## config.mk

```make
export PLATFORM = sky130hd
export DESIGN_NAME = ppsa_addr
export DESIGN_NICKNAME = d
export VERILOG_FILES = /design/src/hw/rtl/packed_pixel_store_access_macros.svh /design/src/hw/rtl/ppsa_pkg.sv /design/src/hw/rtl/ppsa_addr.sv
export SDC_FILE = /design/constraint.sdc
export NUM_CORES = 1
export LEC_CHECK = 0
export BUFFER_PORTS_ARGS = -buffer_cell sky130_fd_sc_hd__buf_2
export CAP_MARGIN = 20
export CELL_PAD_IN_SITES_DETAIL_PLACEMENT = 0
export CELL_PAD_IN_SITES_GLOBAL_PLACEMENT = 1
export CORE_AREA = 5 5 176 127
export DETAILED_ROUTE_END_ITERATION = 12
export DIE_AREA = 0 0 181 132
export GPL_ROUTABILITY_DRIVEN = 0
export PLACE_DENSITY_LB_ADDON = 0.1
export SLEW_MARGIN = 20
export SYNTH_ARGS = -nofsm -noshare
export SYNTH_HDL_FRONTEND = slang
export SYNTH_SLANG_ARGS = --single-unit
```

## constraint.sdc

```tcl
create_clock -name clock -period 9.3 [get_ports clock]
set_input_delay 0.93 -clock clock [delete_from_list [all_inputs] [get_ports clock]]
set_output_delay 0.93 -clock clock [all_outputs]
set_load 0.1 [all_outputs]
```

## src/hw/rtl/packed_pixel_store_access_macros.svh

```systemverilog
// Assertion macros shared by the packed pixel store RTL.
// Every macro samples on clock and is disabled while reset is high.
`ifndef PACKED_PIXEL_STORE_ACCESS_MACROS_SVH
`define PACKED_PIXEL_STORE_ACCESS_MACROS_SVH

// Antecedent implies consequent in the same cycle.
`define PPSA_ASSERT_IMPLY(label, ante, cons, msg) \
   label: assert property (@(posedge clock) disable iff (reset) (ante) |-> (cons)) \
      else $error(msg);

// Antecedent implies consequent in the next cycle.
`define PPSA_ASSERT_NEXT(label, ante, cons, msg) \
   label: assert property (@(posedge clock) disable iff (reset) (ante) |=> (cons)) \
      else $error(msg);

// Condition never holds.
`define PPSA_ASSERT_NEVER(label, cond, msg) \
   label: assert property (@(posedge clock) disable iff (reset) !(cond)) \
      else $error(msg);

`endif

```

## src/hw/rtl/ppsa_pkg.sv

```systemverilog
// Types, codes and the fixed palette of the packed pixel store.
// No dependencies.
`default_nettype none

package ppsa_pkg;

   localparam logic [1:0] ACT_GET_PIXEL  = 2'd0;
   localparam logic [1:0] ACT_SET_PIXEL  = 2'd1;
   localparam logic [1:0] ACT_WRITE_BYTE = 2'd2;
   localparam logic [1:0] ACT_READ_BYTE  = 2'd3;

   localparam logic [1:0] MODE_1BPP = 2'd0;
   localparam logic [1:0] MODE_4BPP = 2'd1;
   localparam logic [1:0] MODE_8BPP = 2'd2;

   localparam logic [1:0] ST_OK        = 2'd0;
   localparam logic [1:0] ST_NO_COLOR  = 2'd1;
   localparam logic [1:0] ST_RANGE     = 2'd2;
   localparam logic [1:0] ST_INDEX     = 2'd3;

   localparam logic CSR_PIXEL_MODE = 1'b0;
   localparam logic CSR_ROW_WIDTH  = 1'b1;

   localparam logic [23:0] COLOR_WHITE = 24'hFFFFFF;
   localparam logic [23:0] COLOR_BLACK = 24'h000000;

   // y * stride (16 x 12 bits) plus column offset
   localparam int ADDR_CALC_W = 29;

   typedef struct packed {
      logic [1:0]  action;
      logic [10:0] pixel_x;
      logic [15:0] pixel_y;
      logic [23:0] set_color;
      logic [15:0] byte_address;
      logic [7:0]  byte_in;
   } req_type;

   typedef struct packed {
      logic [23:0] pixel_color;
      logic [7:0]  byte_out;
      logic [1:0]  status;
   } rsp_type;

   typedef struct packed {
      logic                   out_of_range;
      logic [ADDR_CALC_W-1:0] byte_addr;
   } addr_info_type;

   function automatic logic [23:0] palette_color(input logic [3:0] idx);
      logic [23:0] c;
      case (idx)
         4'd0:    c = 24'h000000;
         4'd1:    c = 24'h000080;
         4'd2:    c = 24'h008000;
         4'd3:    c = 24'h008080;
         4'd4:    c = 24'h800000;
         4'd5:    c = 24'h800080;
         4'd6:    c = 24'h808000;
         4'd7:    c = 24'h808080;
         4'd8:    c = 24'hC0C0C0;
         4'd9:    c = 24'h0000FF;
         4'd10:   c = 24'h00FF00;
         4'd11:   c = 24'h00FFFF;
         4'd12:   c = 24'hFF0000;
         4'd13:   c = 24'hFF00FF;
         4'd14:   c = 24'hFFFF00;
         default: c = 24'hFFFFFF;
      endcase
      return c;
   endfunction

   // Returns {found, index}; lowest matching index wins.
   function automatic logic [4:0] palette_find(input logic [23:0] color);
      logic [4:0] r;
      r = 5'd0;
      for (int i = 15; i >= 0; i--) begin
         if (palette_color(4'(i)) == color) begin
            r = {1'b1, 4'(i)};
         end
      end
      return r;
   endfunction

endpackage

`default_nettype wire

```

## src/hw/rtl/ppsa_addr.sv

```systemverilog
// Byte address unit: row stride, y * stride product (registered) and range check.
// Depends on ppsa_pkg.
`default_nettype none

module ppsa_addr
   import ppsa_pkg::*;
#(
   parameter int STORE_BYTES   = 65536,
   parameter int MAX_ROW_WIDTH = 2048
) (
   input  wire logic          clock,
   input  wire logic          load,
   input  wire req_type       req,
   input  wire logic [1:0]    pixel_mode,
   input  wire logic [11:0]   row_width,
   output addr_info_type      info
);

   // The width register cannot exceed 4095, so a larger maximum never clamps.
   localparam int          ClampW  = (MAX_ROW_WIDTH > 4095) ? 4095 : MAX_ROW_WIDTH;
   localparam logic [11:0] CLAMP_W = 12'(ClampW);

   logic [11:0] width_masked;
   logic [11:0] width_clamped;
   logic [11:0] stride;
   logic [10:0] col_offset_in;
   logic [27:0] prod_in;
   logic        raw_in;

   logic [27:0] prod_ff;
   logic [10:0] col_offset_ff;
   logic        raw_ff;
   logic [15:0] raw_addr_ff;

   logic [ADDR_CALC_W-1:0] addr_sum;

   always_comb begin
      width_masked  = row_width & 12'hFF8;
      width_clamped = (width_masked > CLAMP_W) ? CLAMP_W : width_masked;
      case (pixel_mode)
         MODE_1BPP: begin
            stride        = {3'b000, width_clamped[11:3]};
            col_offset_in = {3'b000, req.pixel_x[10:3]};
         end
         MODE_8BPP: begin
            stride        = width_clamped;
            col_offset_in = req.pixel_x;
         end
         default: begin
            stride        = {1'b0, width_clamped[11:1]};
            col_offset_in = {1'b0, req.pixel_x[10:1]};
         end
      endcase
      prod_in = 28'(req.pixel_y) * 28'(stride);
      raw_in  = (req.action == ACT_WRITE_BYTE) || (req.action == ACT_READ_BYTE);
   end

   always_ff @(posedge clock) begin
      if (load) begin
         prod_ff       <= prod_in;
         col_offset_ff <= col_offset_in;
         raw_ff        <= raw_in;
         raw_addr_ff   <= req.byte_address;
      end
   end

   always_comb begin
      addr_sum          = raw_ff ? ADDR_CALC_W'(raw_addr_ff)
                                 : (ADDR_CALC_W'(prod_ff) + ADDR_CALC_W'(col_offset_ff));
      info.byte_addr    = addr_sum;
      info.out_of_range = (32'(addr_sum) >= 32'(STORE_BYTES));
   end

endmodule

`default_nettype wire

```

== After elaboration in Yosys (flattened, before gate mapping) ==
Cells that the tools add are included.
Word-level totals
  register bits after elaboration: 56
  output and inout bits: 30
Operators by class
  magnitude comparators: 2
  eq/ne operators: 3
  add/subtract/negate cells: 1
  mux-type cells: 4
  $mul: 1
  reduce and logical (&&, ||, !) cells: 2
Operators with widths (number)
  $add A28 B11 Y29: 1
  $ge A29 B17 Y1 const B: 1
  $mux W29: 1
  $mul A16 B12 Y28: 1
  $pmux W12 S2: 1
  $pmux W11 S2: 1
  $gt A12 B12 Y1 const B: 1
  $mux W12: 1
  $eq A2 B2 Y1 const B: 3
  $logic_not A2 Y1: 1
  $logic_or A1 B1 Y1: 1

== Logic depth before layout (Yosys ltp) ==
Gate-level depths: netlist (run 1).
  depth in word-level cells: 4
  depth in mapped cells: 26

== Worst setup path before layout (run 1) ==
OpenSTA, ideal clock, no wires.
  kind: input to register
  from: in pixel_mode[1]
  to: reg prod_ff[26] (data pin)
  slack: 2.276 ns
  setup time: 0.263 ns
  arrival time: 6.761 ns
  stages: 22
  buffers on the path: 2
  cell sequence: clkbuf_1 nor2b_1 a22oi_1 o21ai_0 clkbuf_1 nand2_1 fa_1 inv_1 fa_1 fa_1 fa_1 inv_1 fa_1 inv_1 ha_1 or3_1 or3_1 o21ai_1 a211o_1 o21ai_1 o41ai_2 xnor2_1
On the way
  longest elaborated chain between the ends: 3
  elaborated cells on any way between the ends: 4
  classes of those cells: 1 x mul; 1 x eq/ne; 1 x mux; 1 x reduce/logical
RTL lines
  start, declared: line ppsa_addr.sv:14  | input wire logic [1:0] pixel_mode,
  $eq A2 B2 Y1 or $logic_not A2 Y1 (tied branches): line ppsa_addr.sv:40  | case (pixel_mode)
  $pmux W12 S2 (*): line ppsa_addr.sv:40
  $mul A16 B12 Y28 (*): line ppsa_addr.sv:54  | prod_in = 28'(req.pixel_y) * 28'(stride);
  net prod_in[26]: line ppsa_addr.sv:27  | logic [27:0] prod_in;
  end signal, assigned: line ppsa_addr.sv:60  | prod_ff <= prod_in;
  end, declared: line ppsa_addr.sv:30  | logic [27:0] prod_ff;
Mark *: on every way through the listed nets, which the timed path passes. The rest lies on a longest branch.
A chain may end at the register's enable or synchronous reset.

== Worst setup path in the final report (run 1) ==
  from: in pixel_mode[1]
  to: reg prod_ff[27] (data pin)
Same word-level chain as after synthesis.

==> results.toml, run 1 <==
[final_layout]
num_antenna_cells = 0
syn_to_final_growth_pct = 9.319
final_nets = 1386
drive_above_1_share_pct = 11.34

[detailed_routing]
num_vias = 6887
wl_um = 22010
drtIter0Drc = 346
viasPerCell = 5.094
drc = 0
wl_per_cell_um = 16.28
ant_nets = 0
firstDrtPassIters = 5

[global_routing]
grt_pass1_vias = 6696
track_usage_pct = 18.57
use_met2_pct = 27.35
antenna_found_initial = 0
busiest_layer = "met1"
gr-total-overflow = 0
met1_usage_pct = 29.59
grt_first_pass_wirelength_um = 36180
grt_max_degree = 57
grtUsageMet3_pct = 2.896

[worst_hold_path]
worst_hold_path_type = "in -> reg"
hp-start = "req[11]"
worstHoldEndpoint = "raw_addr_ff[3]$_DFFE_PP_"
hold_path_depth = 1

[timing]
hold_viol = 0
maxSlewViolCount = 0
rsz0062_at_grt = "no"
finalSetupTns_ps = 0
fin_crit_sh_pct = 82.40
worst_slew_pin_slew_ps = 939.6
timing.final.crit_period_ps = 7663
max_freq_ghz = 0.1305
setup_viol = 0
slew_headroom_pct = 37.23

[synthesis]
syn-cell-area_sq_mm = 0.009264
dominantRegCellSynth = "edfxtp_1"
netlist_instances = 1013
synth_cell_type_count = 56
synth_common_cells = "178 x inv_1, 165 x nand2_1, 141 x fa_1"
synth_edf_count = 56
ys_seq_area_share_pct = 18.15
synth_top_area_share_pct = 30.47
synth.top_cells.by_area = "fa_1 30%, edfxtp_1 18%, ha_1 10%, inv_1 7.2%, nand2_1 6.7%"
synth_top_area_cell = "fa_1"
avgSynthCellArea_sq_um = 9.145
ys_ff_latch = 56
yosysMostFrequentCell = "inv_1"
yosys_warnings = 0
synth_async_sr_flop_share_pct = 0
syn_nets = 1324

[clocking]
cts.sinks = 56
root_buffer = "clkbuf_16"
postCtsSetupBuffers = 0
clk_pin_slew_worst_paths_ps = 70
cts_tree = "built"
cts_buffers = 5
cts_buffer_depth = 2
post_cts_resized = 0
hold_buffers = 0
cts_htree_levels = 2

[critical_path]
crit_slowest_cell = "nor2b_1"
worstSetupPathType = "in -> reg"
crit_chain = "buf_2 -> nor2b_1 -> a22oi_1 -> o21ai_0 -> buf_4 -> nand2_1 -> fa_1 -> inv_1 -> fa_1 -> fa_1 -> fa_1 -> inv_1 -> fa_1 -> inv_1 -> ha_1 -> o21a_1 -> o211ai_1 -> a31oi_1 -> o21a_1 -> and4bb_1 -> o31ai_1 -> o22ai_1 -> xnor2_1"
max_stage_delay_ps = 820
crit_required_ps = 9350
path_max_fanout = 18
critPathArrivalTime_ps = 7720
critical-path-top-cell-by-count = "fa_1"
startpoint_type = "input pin"
endpoint_kind = "flip-flop"

[die]
start_util_pct = 45.36
die_area_sq_mm = 0.02389
design.core.area_sq_mm = 0.02042
fp.dieW_um = 181
dieHeight_um = 132
num_rows = 44
ioPinCount = 123

[placed_design]
port_buffers = 86
hpwl_um = 17850

[pwr]
power_density_mw_per_mm2 = 187.6
p_total_w = 0.001900
p_leak_nw = 5.011
max-vdd-ir-drop_mv = 0.1531

[run]
drv_cap = 0

[status]
status = "finished clean"
final cells by class:
| class | instances | area (sq um) |
|---|---|---|
| flip-flops and latches | 56 | 1682 |
| clock inverters | 3 | 23.77 |
| repair buffers | 98 | 520.5 |
| multi-input cells | 736 | 6763 |
| clock buffers | 5 | 125.1 |
| inverters | 178 | 668.1 |
| well taps | 276 | 345.3 |
| fillers | 2060 | 10300 |
through the flow:
step / hold WS, ps / instances / setup WS (ps) / cell area, sq um / utilization, %
6_report: 796.5 / 1352 / 1637 / 10130 / 49.58
3_5_place_dp: 1108 / 1344 / 1392 / 9973 / 48.83
3_3_place_gp: 1106 / 1343 / 1411 / 9966 / 48.79
4_1_cts: 787.7 / 1352 / 1660 / 10120 / 49.56
2_1_floorplan: 1029 / 1013 / 2276 / 9264 / -
5_1_grt: 782.0 / 1352 / 1326 / 10130 / 49.58
worst max-delay path by stage:
stage	from	endpoint	slack (ps)	cells after the start
3_5_place_dp	pixel_mode[1]	prod_ff[27]$_DFFE_PP_	1390	23
5_1_grt	pixel_mode[1]	prod_ff[26]$_DFFE_PP_	1330	23
3_3_place_gp	pixel_mode[1]	prod_ff[27]$_DFFE_PP_	1410	23
4_1_cts	pixel_mode[1]	prod_ff[27]$_DFFE_PP_	1660	23
6_report	pixel_mode[1]	prod_ff[27]$_DFFE_PP_	1640	23
2_1_floorplan	pixel_mode[1]	prod_ff[26]$_DFFE_PP_	2280	22
cells by family (layout without fill, tap and decap cells):
group / Yosys count / after routing / synth area share, %
and+or+nand+nor: 332 / 332 / 16.96
buffers and inverters: 221 / 284 / 8.955
adders and majority gates: 218 / 218 / 40.87
AOI/OAI and AO/OA: 120 / 120 / 8.469
DFF: 56 / 56 / 18.15
xor gates and xnor gates: 49 / 49 / 4.714
muxes: 17 / 17 / 1.877
cells in the final DEF (no fill, tap or decap), types with 4 or more instances in the layout:
master	n
and2_1	55
xnor2_1	28
nand2b_1	6
inv_1	178
o21ai_1	8
nand2_1	165
edfxtp_1	56
fa_1	141
ha_1	77
o31ai_1	4
o21ai_0	33
buf_2	86
mux2i_1	14
o21a_1	9
nor2_1	49
buf_4	12
nand3_1	6
nor2b_1	4
nor3_1	6
a21oi_1	29
and3_1	18
xor2_1	20
clkbuf_16	5
a21o_1	8
power by group:
part / internal (W) / switching (W) / leakage (nW) / total, W
registers: 0.000366 / 0.0000449 / 0.545 / 0.000411
clock network: 0.000101 / 0.0000939 / 0.0660 / 0.000194
logic: 0.000440 / 0.000854 / 4.40 / 0.00129
total: 0.000907 / 0.000993 / 5.01 / 0.00190
worst max-delay path: cells and delay by family:
kind / cells / cell delay [ps]
adder cells (fa/ha/maj): 6 / 3050
AO/OA/AOI/OAI: 8 / 1490
AND/OR/NAND/NOR: 3 / 1210
buffers and inverters: 5 / 880
XOR/XNOR: 1 / 140
routing by layer:
layer | vias to the layer above | routed length [um]
met4 | 0 | 199
met2 | 121 | 9571
li1 | 3323 | -
met5 | - | 0
met1 | 3430 | 11290
met3 | 13 | 953
state kept, by name, indices dropped and copies added (netlist names):
name / flops
raw_addr_ff: 16
prod_ff: 28
col_offset_ff: 11
raw_ff: 1
No activity file was read; power rests on OpenSTA's default activity.
==> run 2: changes to the inputs <==
==> constraint.sdc (replaced) <==
create_clock -name clock -period 7.3 [get_ports clock]
set_input_delay 0.73 -clock clock [delete_from_list [all_inputs] [get_ports clock]]
set_output_delay 0.73 -clock clock [all_outputs]
set_load 0.1 [all_outputs]
==> results.toml, run 2 (synthesis results as in run 1) <==
[global_routing]
gr-total-overflow = 0
grt_first_pass_wirelength_um = 36800
track_usage_pct = 18.82
grt_max_degree = 57
antenna_found_initial = 0
grt_pass1_vias = 6858

[placed_design]
port_buffers = 86
placed_area_sq_mm = 0.01005
hpwl_um = 17960

[pwr]
p_leak_nw = 5.074
power_density_mw_per_mm2 = 240.1
max-vdd-ir-drop_mv = 0.2024

[timing]
finalSetupTns_ps = 0
worst_slew_pin_slew_ps = 741.0
max_freq_ghz = 0.1506
timing.final.crit_period_ps = 6641
rsz0062_at_grt = "no"
maxSlewViolCount = 0
slew_headroom_pct = 50.60
hold_viol = 0
setup_viol = 0
fin_crit_sh_pct = 90.97

[worst_hold_path]
hold_path_depth = 1
hp-start = "req[14]"
worstHoldEndpoint = "raw_addr_ff[6]$_DFFE_PP_"
worst_hold_path_type = "in -> reg"

[detailed_routing]
wl_per_cell_um = 16.16
ant_nets = 0
wl_um = 21990
firstDrtPassIters = 4
drtIter0Drc = 386
drc = 0
viasPerCell = 5.055
num_vias = 6880

[run]
drv_cap = 0

[final_layout]
regMostFlops = "prod_ff"
top_regs = "prod_ff (28), raw_addr_ff (16), col_offset_ff (11)"
drive_above_1_share_pct = 11.98
final_common_cell = "inv_1"
num_antenna_cells = 0
mostFrequentLayoutCells = "178 x inv_1, 165 x nand2_1, 141 x fa_1"
syn_to_final_growth_pct = 10.37
largest_register_ffs = 28
postLayoutCellArea_sq_mm = 0.01022
final_nets = 1395

[critical_path]
critPathArrivalTime_ps = 6690
crit_required_ps = 7350
startpoint_type = "input pin"
worstSetupPathType = "in -> reg"
path_max_fanout = 16
endpoint_kind = "flip-flop"

[clocking]
root_buffer = "clkbuf_16"
cts.sinks = 56
clk_pin_slew_worst_paths_ps = 70
hold_buffers = 0
cts_htree_levels = 2
cts_buffer_depth = 2
postCtsSetupBuffers = 0
post_cts_resized = 0
cts_tree = "built"
cts_buffers = 5

[status]
status = "finished clean"

[die]
start_util_pct = 45.36
dieHeight_um = 132
die_area_sq_mm = 0.02389
design.core.area_sq_mm = 0.02042
fp.dieW_um = 181
ioPinCount = 123
num_rows = 44
run 2: power by group:
| part | switching (W) | leakage [nW] | internal (W) |
|---|---|---|---|
| clock | 0.000118 | 0.0804 | 0.000163 |
| combinational | 0.00108 | 4.45 | 0.000567 |
| sequential | 0.0000567 | 0.545 | 0.000467 |
run 2: routing by layer:
layer	vias up	global-route usage (%)	routed length, um	share of wire (%)
met5	-	0	0	0
met4	0	1.792	141	0.64
met3	13	2.923	1057	4.8
met2	134	28.66	9770	44
met1	3394	29.49	11020	50
li1	3339	-	-	-
run 2: layout make-up:
type                    instances  area, sq um
clock buffers                   5        125.1
inverters                     178        668.1
fillers                      2021        10200
multi-input cells             736         6758
well taps                     276        345.3
repair buffers                107        600.6
flip-flops and latches         56         1682
clock inverters                 3        46.29
run 2: how the worst max path moves through the flow:
stage	slack (ps)	startpoint	to	depth (start not counted)
after floorplan	480	pixel_mode[1]	prod_ff[26]$_DFFE_PP_	22
after CTS	620	row_width[7]	prod_ff[27]$_DFFE_PP_	23
after global placement	320	row_width[7]	prod_ff[27]$_DFFE_PP_	23
final	660	row_width[7]	prod_ff[27]$_DFFE_PP_	23
after detailed placement	340	row_width[7]	prod_ff[27]$_DFFE_PP_	23
after global routing	260	row_width[7]	prod_ff[27]$_DFFE_PP_	23
run 2: per-stage QoR:
| stage | worst slack [ps] | util (%) | total power [W] | std cells | hold WS, ps |
|---|---|---|---|---|---|
| finish | 659.3 | 50.06 | 0.002455 | 1361 | 597.7 |
| global route | 264.0 | 50.06 | 0.002685 | 1361 | 586.6 |
| CTS | 622.5 | 50.06 | 0.002502 | 1361 | 584.5 |
| detailed placement | 335.2 | 49.22 | 0.002205 | 1353 | 908.9 |
| global placement | 319.5 | 49.22 | 0.002205 | 1353 | 906.1 |
| floorplan | 476.3 | - | 0.001828 | 1013 | 828.9 |
run 2: critical path, cell delays in order:
cell and delay, ps:
buf_2 130, nor4_1 290, a21boi_0 210, o31ai_2 340, buf_12 200, nand2_1 90
fa_1 540, inv_1 50, fa_1 520, fa_1 440, fa_1 540, inv_1 50
fa_1 570, inv_1 60, ha_1 400, o21a_1 150, o211ai_1 90, a31oi_1 190
o21a_1 190, and4bb_1 260, o31ai_1 340, o22ai_1 160, xnor2_1 140
==> run 3: changes to the inputs <==
--- a/config.mk
+++ b/config.mk
@@ -14,6 +14,7 @@
 export DIE_AREA = 0 0 181 132
 export GPL_ROUTABILITY_DRIVEN = 0
 export PLACE_DENSITY_LB_ADDON = 0.1
+export REMOVE_ABC_BUFFERS = 1
 export SLEW_MARGIN = 20
 export SYNTH_ARGS = -nofsm -noshare
 export SYNTH_HDL_FRONTEND = slang
==> results.toml, run 3 (synthesis results as in run 1) <==
[clocking]
cts_htree_levels = 2
clk_pin_slew_worst_paths_ps = 80
cts_buffer_depth = 2
cts_buffers = 5
postCtsSetupBuffers = 0
hold_buffers = 0
cts_tree = "built"
post_cts_resized = 0
root_buffer = "clkbuf_16"
cts.sinks = 56

[critical_path]
worstSetupPathType = "in -> reg"
startpoint_type = "input pin"
crit_required_ps = 7360
endpoint_kind = "flip-flop"
path_max_fanout = 16
crit_start = "row_width[4]"
critPathArrivalTime_ps = 6720
crit_path_end = "prod_ff[27]$_DFFE_PP_"

[placed_design]
placed_area_sq_mm = 0.01006
place_ws_ps = 338.7
hpwl_um = 17600
dp_cells = 1354
port_buffers = 86

[status]
status = "finished clean"

[final_layout]
top_regs = "prod_ff (28), raw_addr_ff (16), col_offset_ff (11)"
nFillCells = 2046
final_common_cell = "inv_1"
largest_register_ffs = 28
area.sequential_sq_mm = 0.001682
fin_util_pct = 50.01
multi_input_area_sq_mm = 0.006758
syn_to_final_growth_pct = 10.25
final_nets = 1396
drive_above_1_share_pct = 12.06
mostFrequentLayoutCells = "178 x inv_1, 165 x nand2_1, 141 x fa_1"
num_antenna_cells = 0
regMostFlops = "prod_ff"
postLayoutCellArea_sq_mm = 0.01021
final-instance-count-excl-fill = 1362

[timing]
finalWorstSetupSlack_ps = 634.4
max_freq_ghz = 0.1500
finalSetupTns_ps = 0
fin_crit_sh_pct = 91.31
slew_headroom_pct = 50.40
setup_viol = 0
worst_slew_pin_slew_ps = 744.0
rsz0062_at_grt = "no"
timing.final.crit_period_ps = 6666
hold_viol = 0
maxSlewViolCount = 0

[detailed_routing]
drc = 0
num_vias = 6870
wl_um = 21970
ant_nets = 0
wl_per_cell_um = 16.13
viasPerCell = 5.044
drtIter0Drc = 278
firstDrtPassIters = 4

[global_routing]
gr-total-overflow = 0
busiest_layer = "met2"
antenna_found_initial = 0
use_met2_pct = 29.03
grt_first_pass_wirelength_um = 36600
grtUsageMet3_pct = 2.785
track_usage_pct = 18.64
met1_usage_pct = 29.02
grt_max_degree = 57
grt_pass1_vias = 6868

[pwr]
p_leak_nw = 5.070
power_density_mw_per_mm2 = 238.5
max-vdd-ir-drop_mv = 0.2340

[worst_hold_path]
worst_hold_path_type = "in -> reg"

[die]
dieHeight_um = 132
design.core.area_sq_mm = 0.02042
fp.dieW_um = 181
die_area_sq_mm = 0.02389
start_util_pct = 45.36
num_rows = 44
ioPinCount = 123

[run]
drv_cap = 0
==> run 3: cell type report <==
| class | count | area share, % |
|---|---|---|
| Tap cell | 276 | 3.381 |
| Multi-Input combinational cell | 736 | 66.16 |
| Inverter | 178 | 6.542 |
| Clock inverter | 3 | 0.2695 |
| Timing Repair Buffer | 108 | 5.954 |
| Sequential cell | 56 | 16.46 |
| Clock buffer | 5 | 1.225 |
==> run 3: per-stage QoR <==
| step | hold slack [ps] | total power [W] |
|---|---|---|
| CTS | 581.5 | 0.002472 |
| global route | 581.5 | 0.002659 |
| finish | 588.2 | 0.002436 |
| global placement | 907.2 | 0.002207 |
| floorplan | 828.9 | 0.001810 |
| detailed placement | 908.6 | 0.002200 |
==> run 3: worst max-delay path, stage by stage <==
cell and delay (ps):
buf_2 170, nor4_1 270, a21boi_0 210, o31ai_2 330, buf_12 200, nand2_1 90
fa_1 540, inv_1 50, fa_1 510, fa_1 440, fa_1 540, inv_1 50
fa_1 570, inv_1 60, ha_1 400, o21a_1 160, o211ai_1 90, a31oi_1 190
o21a_1 200, and4bb_1 260, o31ai_1 340, o22ai_1 160, xnor2_1 140
==> run 3: how the worst min path moves through the flow <==
stage / startpoint / end / slack, ps / cells past startpoint
finish: req[11] / raw_addr_ff[3]$_DFFE_PP_ / 590 / 1
global route: req[12] / raw_addr_ff[4]$_DFFE_PP_ / 580 / 1
CTS: req[11] / raw_addr_ff[3]$_DFFE_PP_ / 580 / 1
detailed placement: req[22] / raw_addr_ff[14]$_DFFE_PP_ / 910 / 1
global placement: req[14] / raw_addr_ff[6]$_DFFE_PP_ / 910 / 1
floorplan: req[8] / raw_addr_ff[0]$_DFFE_PP_ / 830 / 0
==> run 3: routing by layer <==
| layer | vias to the layer above | routed length, um |
|---|---|---|
| met5 | - | 0 |
| met4 | 0 | 66 |
| met3 | 9 | 889 |
| met2 | 116 | 9766 |
| met1 | 3402 | 11240 |
| li1 | 3343 | - |
==> run 3: where the power goes <==
group	internal, W	switching (W)	leakage (nW)
clock network	0.000131	0.000127	0.0719
logic	0.000567	0.00109	4.45
registers	0.000467	0.0000564	0.545
